--- config.mk ---
export PLATFORM = sky130hd
export DESIGN_NAME = pacs_ctrl
export DESIGN_NICKNAME = d
export VERILOG_FILES = /design/src/hdl/pacs_pkg.sv /design/src/hdl/pacs_ctrl.sv
export SDC_FILE = /design/constraint.sdc
export NUM_CORES = 1
export LEC_CHECK = 0
export ABC_AREA = 1
export BUFFER_PORTS_ARGS = -buffer_cell sky130_fd_sc_hd__buf_2
export CORE_ASPECT_RATIO = 1.25
export CORE_MARGIN = 4
export CORE_UTILIZATION = 35
export CTS_CLUSTER_DIAMETER = 120
export DETAILED_ROUTE_END_ITERATION = 8
export PLACE_DENSITY_LB_ADDON = 0.3
export RECOVER_POWER = 100
export SETUP_SLACK_MARGIN = 0.5
export SYNTH_ARGS = -nofsm -noshare
export SYNTH_HDL_FRONTEND = slang
export SYNTH_SLANG_ARGS = --single-unit
--- constraint.sdc ---
create_clock -name clk -period 1.6 [get_ports clk]
set_clock_uncertainty 0.2 [all_clocks]
set_input_delay 0.32 -clock clk [delete_from_list [all_inputs] [get_ports clk]]
set_output_delay 0.32 -clock clk [all_outputs]
set_load 0.005 [all_outputs]
--- src/hdl/pacs_pkg.sv ---
`timescale 1ns / 1ps
// ----------------------------------------------------------------------------
// pacs_pkg
// Shared types and constants of the principal axis cell split block.
// ----------------------------------------------------------------------------
package pacs_pkg;

  localparam int FRAC_BITS  = 8;
  localparam int MOM_W      = 48;
  localparam int MAC_W      = 26;
  localparam int PROD_W     = 2 * MAC_W;
  localparam int ACC_W      = 101;
  localparam int ROOT_W     = 50;
  localparam int REM_W      = ROOT_W + 3;
  localparam int SQRT_STEPS = 50;
  localparam int CNT_W      = 6;
  localparam int DIFF_W     = 52;
  localparam int FIN_MACS   = 6;
  localparam int CLS_MACS   = 4;
  localparam int CHUNK      = 24;
  localparam int MAG_W      = MOM_W + 1;

  localparam logic signed [MOM_W-1:0] ONE_Q16 = MOM_W'(65536);

  // request modes
  localparam logic [1:0] MODE_ACC = 2'd0;
  localparam logic [1:0] MODE_FIN = 2'd1;
  localparam logic [1:0] MODE_CLS = 2'd2;

  // configuration register indexes
  localparam logic REG_CENTROID_X = 1'b0;
  localparam logic REG_CENTROID_Y = 1'b1;

  // multiply-accumulate shift selections
  typedef enum logic [1:0] {
    SH_0,
    SH_24,
    SH_25,
    SH_48
  } shift_t;

  typedef enum logic [3:0] {
    ST_IDLE,
    ST_ACC_MUL,
    ST_ACC_ADD,
    ST_FIN_PREP,
    ST_FIN_MAC,
    ST_FIN_SQRT,
    ST_FIN_DONE,
    ST_CLS_MAC,
    ST_CLS_OUT
  } state_t;

  typedef struct packed {
    logic       load_item;
    logic       acc_mul;
    logic       acc_add;
    logic       fin_prep;
    logic       mac_en;
    logic       mac_cls;
    logic [2:0] mac_idx;
    logic       sqrt_step;
    logic       fin_write;
    logic       out_load;
  } cmd_t;

  typedef struct packed {
    logic [1:0] mode;
    logic       xy_zero;
  } status_t;

endpackage

--- src/hdl/pacs_ctrl.sv ---
`timescale 1ns / 1ps
// ----------------------------------------------------------------------------
// pacs_ctrl
// Sequencer: accepts requests, steps the datapath, owns output valid.
// ----------------------------------------------------------------------------
module pacs_ctrl (
  input  logic               clk,
  input  logic               rst,
  input  logic               in_valid,
  output logic               in_ready,
  output logic               out_valid,
  input  logic               out_ready,
  input  pacs_pkg::status_t  status,
  output pacs_pkg::cmd_t     cmd
);

  pacs_pkg::state_t                state, state_next;
  logic [pacs_pkg::CNT_W-1:0]      cnt, cnt_next;
  logic                            out_valid_next;

  // state, step counter and output valid
  always_ff @(posedge clk) begin
    if (rst) begin
      state     <= pacs_pkg::ST_IDLE;
      cnt       <= '0;
      out_valid <= 1'b0;
    end else begin
      state     <= state_next;
      cnt       <= cnt_next;
      out_valid <= out_valid_next;
    end
  end

  // next state and datapath commands
  always_comb begin
    state_next = state;
    cnt_next   = cnt;
    cmd        = '0;
    in_ready   = 1'b0;
    cmd.mac_idx = cnt[2:0];
    out_valid_next = (out_valid && out_ready) ? 1'b0 : out_valid;
    case (state)
      pacs_pkg::ST_IDLE: begin
        in_ready = 1'b1;
        if (in_valid) begin
          cmd.load_item = 1'b1;
          case (status.mode)
            pacs_pkg::MODE_ACC: state_next = pacs_pkg::ST_ACC_MUL;
            pacs_pkg::MODE_FIN: state_next = pacs_pkg::ST_FIN_PREP;
            pacs_pkg::MODE_CLS: begin
              state_next = pacs_pkg::ST_CLS_MAC;
              cnt_next   = '0;
            end
            default: state_next = pacs_pkg::ST_IDLE;
          endcase
        end
      end
      pacs_pkg::ST_ACC_MUL: begin
        cmd.acc_mul = 1'b1;
        state_next  = pacs_pkg::ST_ACC_ADD;
      end
      pacs_pkg::ST_ACC_ADD: begin
        cmd.acc_add = 1'b1;
        state_next  = pacs_pkg::ST_IDLE;
      end
      pacs_pkg::ST_FIN_PREP: begin
        cmd.fin_prep = 1'b1;
        cnt_next     = '0;
        state_next   = status.xy_zero ? pacs_pkg::ST_FIN_DONE : pacs_pkg::ST_FIN_MAC;
      end
      pacs_pkg::ST_FIN_MAC: begin
        cmd.mac_en = 1'b1;
        if (cnt == pacs_pkg::CNT_W'(pacs_pkg::FIN_MACS - 1)) begin
          cnt_next   = '0;
          state_next = pacs_pkg::ST_FIN_SQRT;
        end else begin
          cnt_next = cnt + 1'b1;
        end
      end
      pacs_pkg::ST_FIN_SQRT: begin
        cmd.sqrt_step = 1'b1;
        if (cnt == pacs_pkg::CNT_W'(pacs_pkg::SQRT_STEPS - 1)) begin
          cnt_next   = '0;
          state_next = pacs_pkg::ST_FIN_DONE;
        end else begin
          cnt_next = cnt + 1'b1;
        end
      end
      pacs_pkg::ST_FIN_DONE: begin
        cmd.fin_write = 1'b1;
        state_next    = pacs_pkg::ST_IDLE;
      end
      pacs_pkg::ST_CLS_MAC: begin
        cmd.mac_en  = 1'b1;
        cmd.mac_cls = 1'b1;
        if (cnt == pacs_pkg::CNT_W'(pacs_pkg::CLS_MACS - 1)) begin
          cnt_next   = '0;
          state_next = pacs_pkg::ST_CLS_OUT;
        end else begin
          cnt_next = cnt + 1'b1;
        end
      end
      pacs_pkg::ST_CLS_OUT: begin
        // wait for a free output slot
        if (!out_valid || out_ready) begin
          cmd.out_load   = 1'b1;
          out_valid_next = 1'b1;
          state_next     = pacs_pkg::ST_IDLE;
        end
      end
      default: state_next = pacs_pkg::ST_IDLE;
    endcase
  end

endmodule

==> impl_metrics.ini <==
[outcome]
status = complete, but fails checks
violations = setup timing

[clock_tree]
cts_htree_levels = 1
clk_pin_slew_ns = 0.08
cts.sink_count = 11
cts_root_buf = clkbuf_4
worstSkewPairLatency_ns = 0.27
cts_inserted_buffers = 3
ctsLongestPathBuffers = 2
cts_tree = yes

[global_route]
grt_pass1_vias = 1022
grt_use_total_pct = 15.8
antenna_found_initial = 0
grt_overflow_total = 0
grt_max_degree = 10
grt_first_pass_wirelength_mm = 4.22

[layout]
area_growth_pct = 50.5
final_cell_area_um2 = 1450
fin_nets = 202
seqCellArea_um2 = 245
multi_input_area_um2 = 742
instances_no_fill = 223
fillers = 251
drive_gt1_share_pct = 49.2
antenna_cells = 0

[synth]
synth.top_cell.area_share_pct = 22.8
syn_nets = 162
synth_cell_types = 25
syn_inst = 150
async_flop_share_pct = 0
yosysMostFrequentCell = nand2_1
synth_area_leaders = dfxtp_1 23%, nand2_1 12%, inv_1 10%
synth-main-ff-cell = dfxtp_1
yosys.area.top_type = dfxtp_1
synth_edf_count = 0
synth.yosys.warnings = 0
synth_top_cells_by_count = 30 x nand2_1, 26 x inv_1, 23 x nor2_1, 14 x nand3_1, 11 x dfxtp_1
seq_area_frac_synth_pct = 22.8
post_synth.cell_area_avg_um2 = 6.44
synth_area_um2 = 966
synth-seq-cells = 11

[run]
max-cap-violations = 0

[drt]
vias_per_cell = 4.98
routed_wl_mm = 2.86
antenna_left = 0
drtIter0Drc = 25
drc = 0
vias = 1110
firstDrtPassIters = 4
wl_per_cell_um = 12.8

[placement]
post-place-ws_ns = 0.0266
hpwl_mm = 1.82
placedInstanceArea_um2 = 1120
dp_cells = 202
place.gp.congestion = 0.793
portBuffers = 20

[power]
power.share.sequential_pct = 20.1
p_total_mw = 2.42
ir_drop_mv = 1.07
internal_power_mw = 1.25
switching_share_pct = 48.1
p_clk_share_pct = 8.0
power_density_nw_per_um2 = 1660
p_sw_mw = 1.16
p_leak_nw = 0.702
pwr-share-comb_pct = 71.9

[worst_setup_path]
slowest_delay_ns = 0.37
cpMaxStageDelayCell = dfxtp_4
crit_path_start_kind = flip-flop
worstSetupEndpointType = output port
cp_top_family = simple AND/OR/NAND/NOR gates
crit_buf_inv = 1
reg2reg_slack_ns = -0.08
critical_path_arrival_ns = 1.18
critPathKind = reg2out
critPathMaxFanout = 5
worstPathRequired_ns = 1.08
crit_chain = nor2_4 > nand3_2 > nor2_1 > buf_2

[sta]
rsz0062_at_grt = true
relSlewSlack_pct = 82.9
tightest_slew_ns = 0.255
finalSetupViolCount = 17
fmax_ghz = 0.589
layout_min_cycle_time_ns = 1.70
post-route-period-util_pct = 106
fin_ws_ns = -0.0965
slew_violations = 0
hold_viol_final = 0

[die]
rows = 21
initial_core_util_pct = 36.4
die_area_um2 = 3670
die_w_um = 55.0
core-area_um2 = 2650
die_h_um = 66.7
ios = 21

[worst_hold_path]
hp-class = in2reg
-- per-layer routing --
layer / vias to the layer above / share of wire, % / track usage (%)
li1: 539 / - / -
met1: 524 / 39 / 16.1
met2: 37 / 54 / 29.9
met3: 10 / 4.1 / 3.36
met4: 0 / 3.3 / 5.47
met5: - / 0 / 0
-- what timing repair did --
action / 4_1_cts / 5_1_grt
gates cloned: 0 / 1
pin swaps: 10 / 4
hold buffers: 0 / 0
hold endpoints to repair: 0 / 0
gates resized for setup: 27 / 17
setup buffers: 12 / 4
endpoints found under the setup margin: 25 / 25
-- cells by family (layout without fill, tap and decap cells) --
logic type / after synthesis / in the layout / synth area share (%)
flops: 11 / 11 / 22.8
xor+xnor: 1 / 1 / 0.907
simple gates: 89 / 90 / 48.3
fa+ha+maj: 5 / 5 / 6.48
buf+inv: 34 / 72 / 15.4
compound gates: 10 / 10 / 6.09
-- power by group through the flow --
stage	logic (mW)	clock network [mW]	registers, mW
after floorplan	0.829	0	0.435
after detailed placement	1.04	0	0.467
after global placement	1.03	0	0.461
after global routing	1.87	0.214	0.494
after CTS	1.36	0.199	0.475
final	1.74	0.193	0.486
-- cell usage in the layout, fill, tap and decap left out --
master	Yosys	layout
nand2_1	30	26
inv_1	26	23
nor2_1	23	20
buf_2	0	15
buf_4	3	15
nand3_1	14	10
buf_6	1	8
nand2_4	6	7
nor2_4	4	6
dfxtp_4	0	6
inv_2	3	4
nand2_2	2	4
nor2_2	3	4
ha_1	5	4
nand3_2	0	3
inv_4	1	3
a21oi_2	0	3
nand4_1	3	3
clkbuf_4	0	3
dfxtp_1	11	3
nand3_4	1	2
nand2_8	0	2
o21ai_2	1	2
dfxtp_2	0	2
nor3_2	0	1
o21bai_1	1	1
o211ai_1	1	1
nand3b_1	1	1
o21ai_4	0	1
nor3_1	2	1
o21ai_0	2	1
a21oi_1	4	1
xnor2_2	0	1
ha_4	0	1
clkbuf_1	0	1
-- registers in the layout, indices dropped and copies added (netlist names) --
register / cells
cnt: 6
out_valid: 1
state: 4
-- layout make-up --
cell class	count	area share (%)
clock buffers	4	1.81
inverters	30	8.26
multi-input cells	106	51.0
flip-flops and latches	11	16.9
well taps	34	2.93
repair buffers	38	19.1
-- through the flow --
step / utilization [%] / TNS (ns) / hold WS, ns
after global placement: 42.2 / 0 / 0.302
final: 54.8 / -0.880 / 0.0625
after global routing: 54.8 / -1.97 / 0.0743
after floorplan: - / 0 / 0.185
after detailed placement: 42.2 / 0 / 0.301
after CTS: 50.1 / -0.373 / 0.0544
-- final timing paths --
kind,startpoint,to,cells after the start
setup / recovery,state[1]$_SDFFE_PP0P_,cmd[0],4
hold / removal,rst,cnt[5]$_SDFFE_PP0P_,2
setup reg to reg,state[1]$_SDFFE_PP0P_,cnt[4]$_SDFFE_PP0P_,11
hold reg to reg,cnt[5]$_SDFFE_PP0P_,cnt[5]$_SDFFE_PP0P_,2
Note: power is estimated with default switching activity, not from simulation.
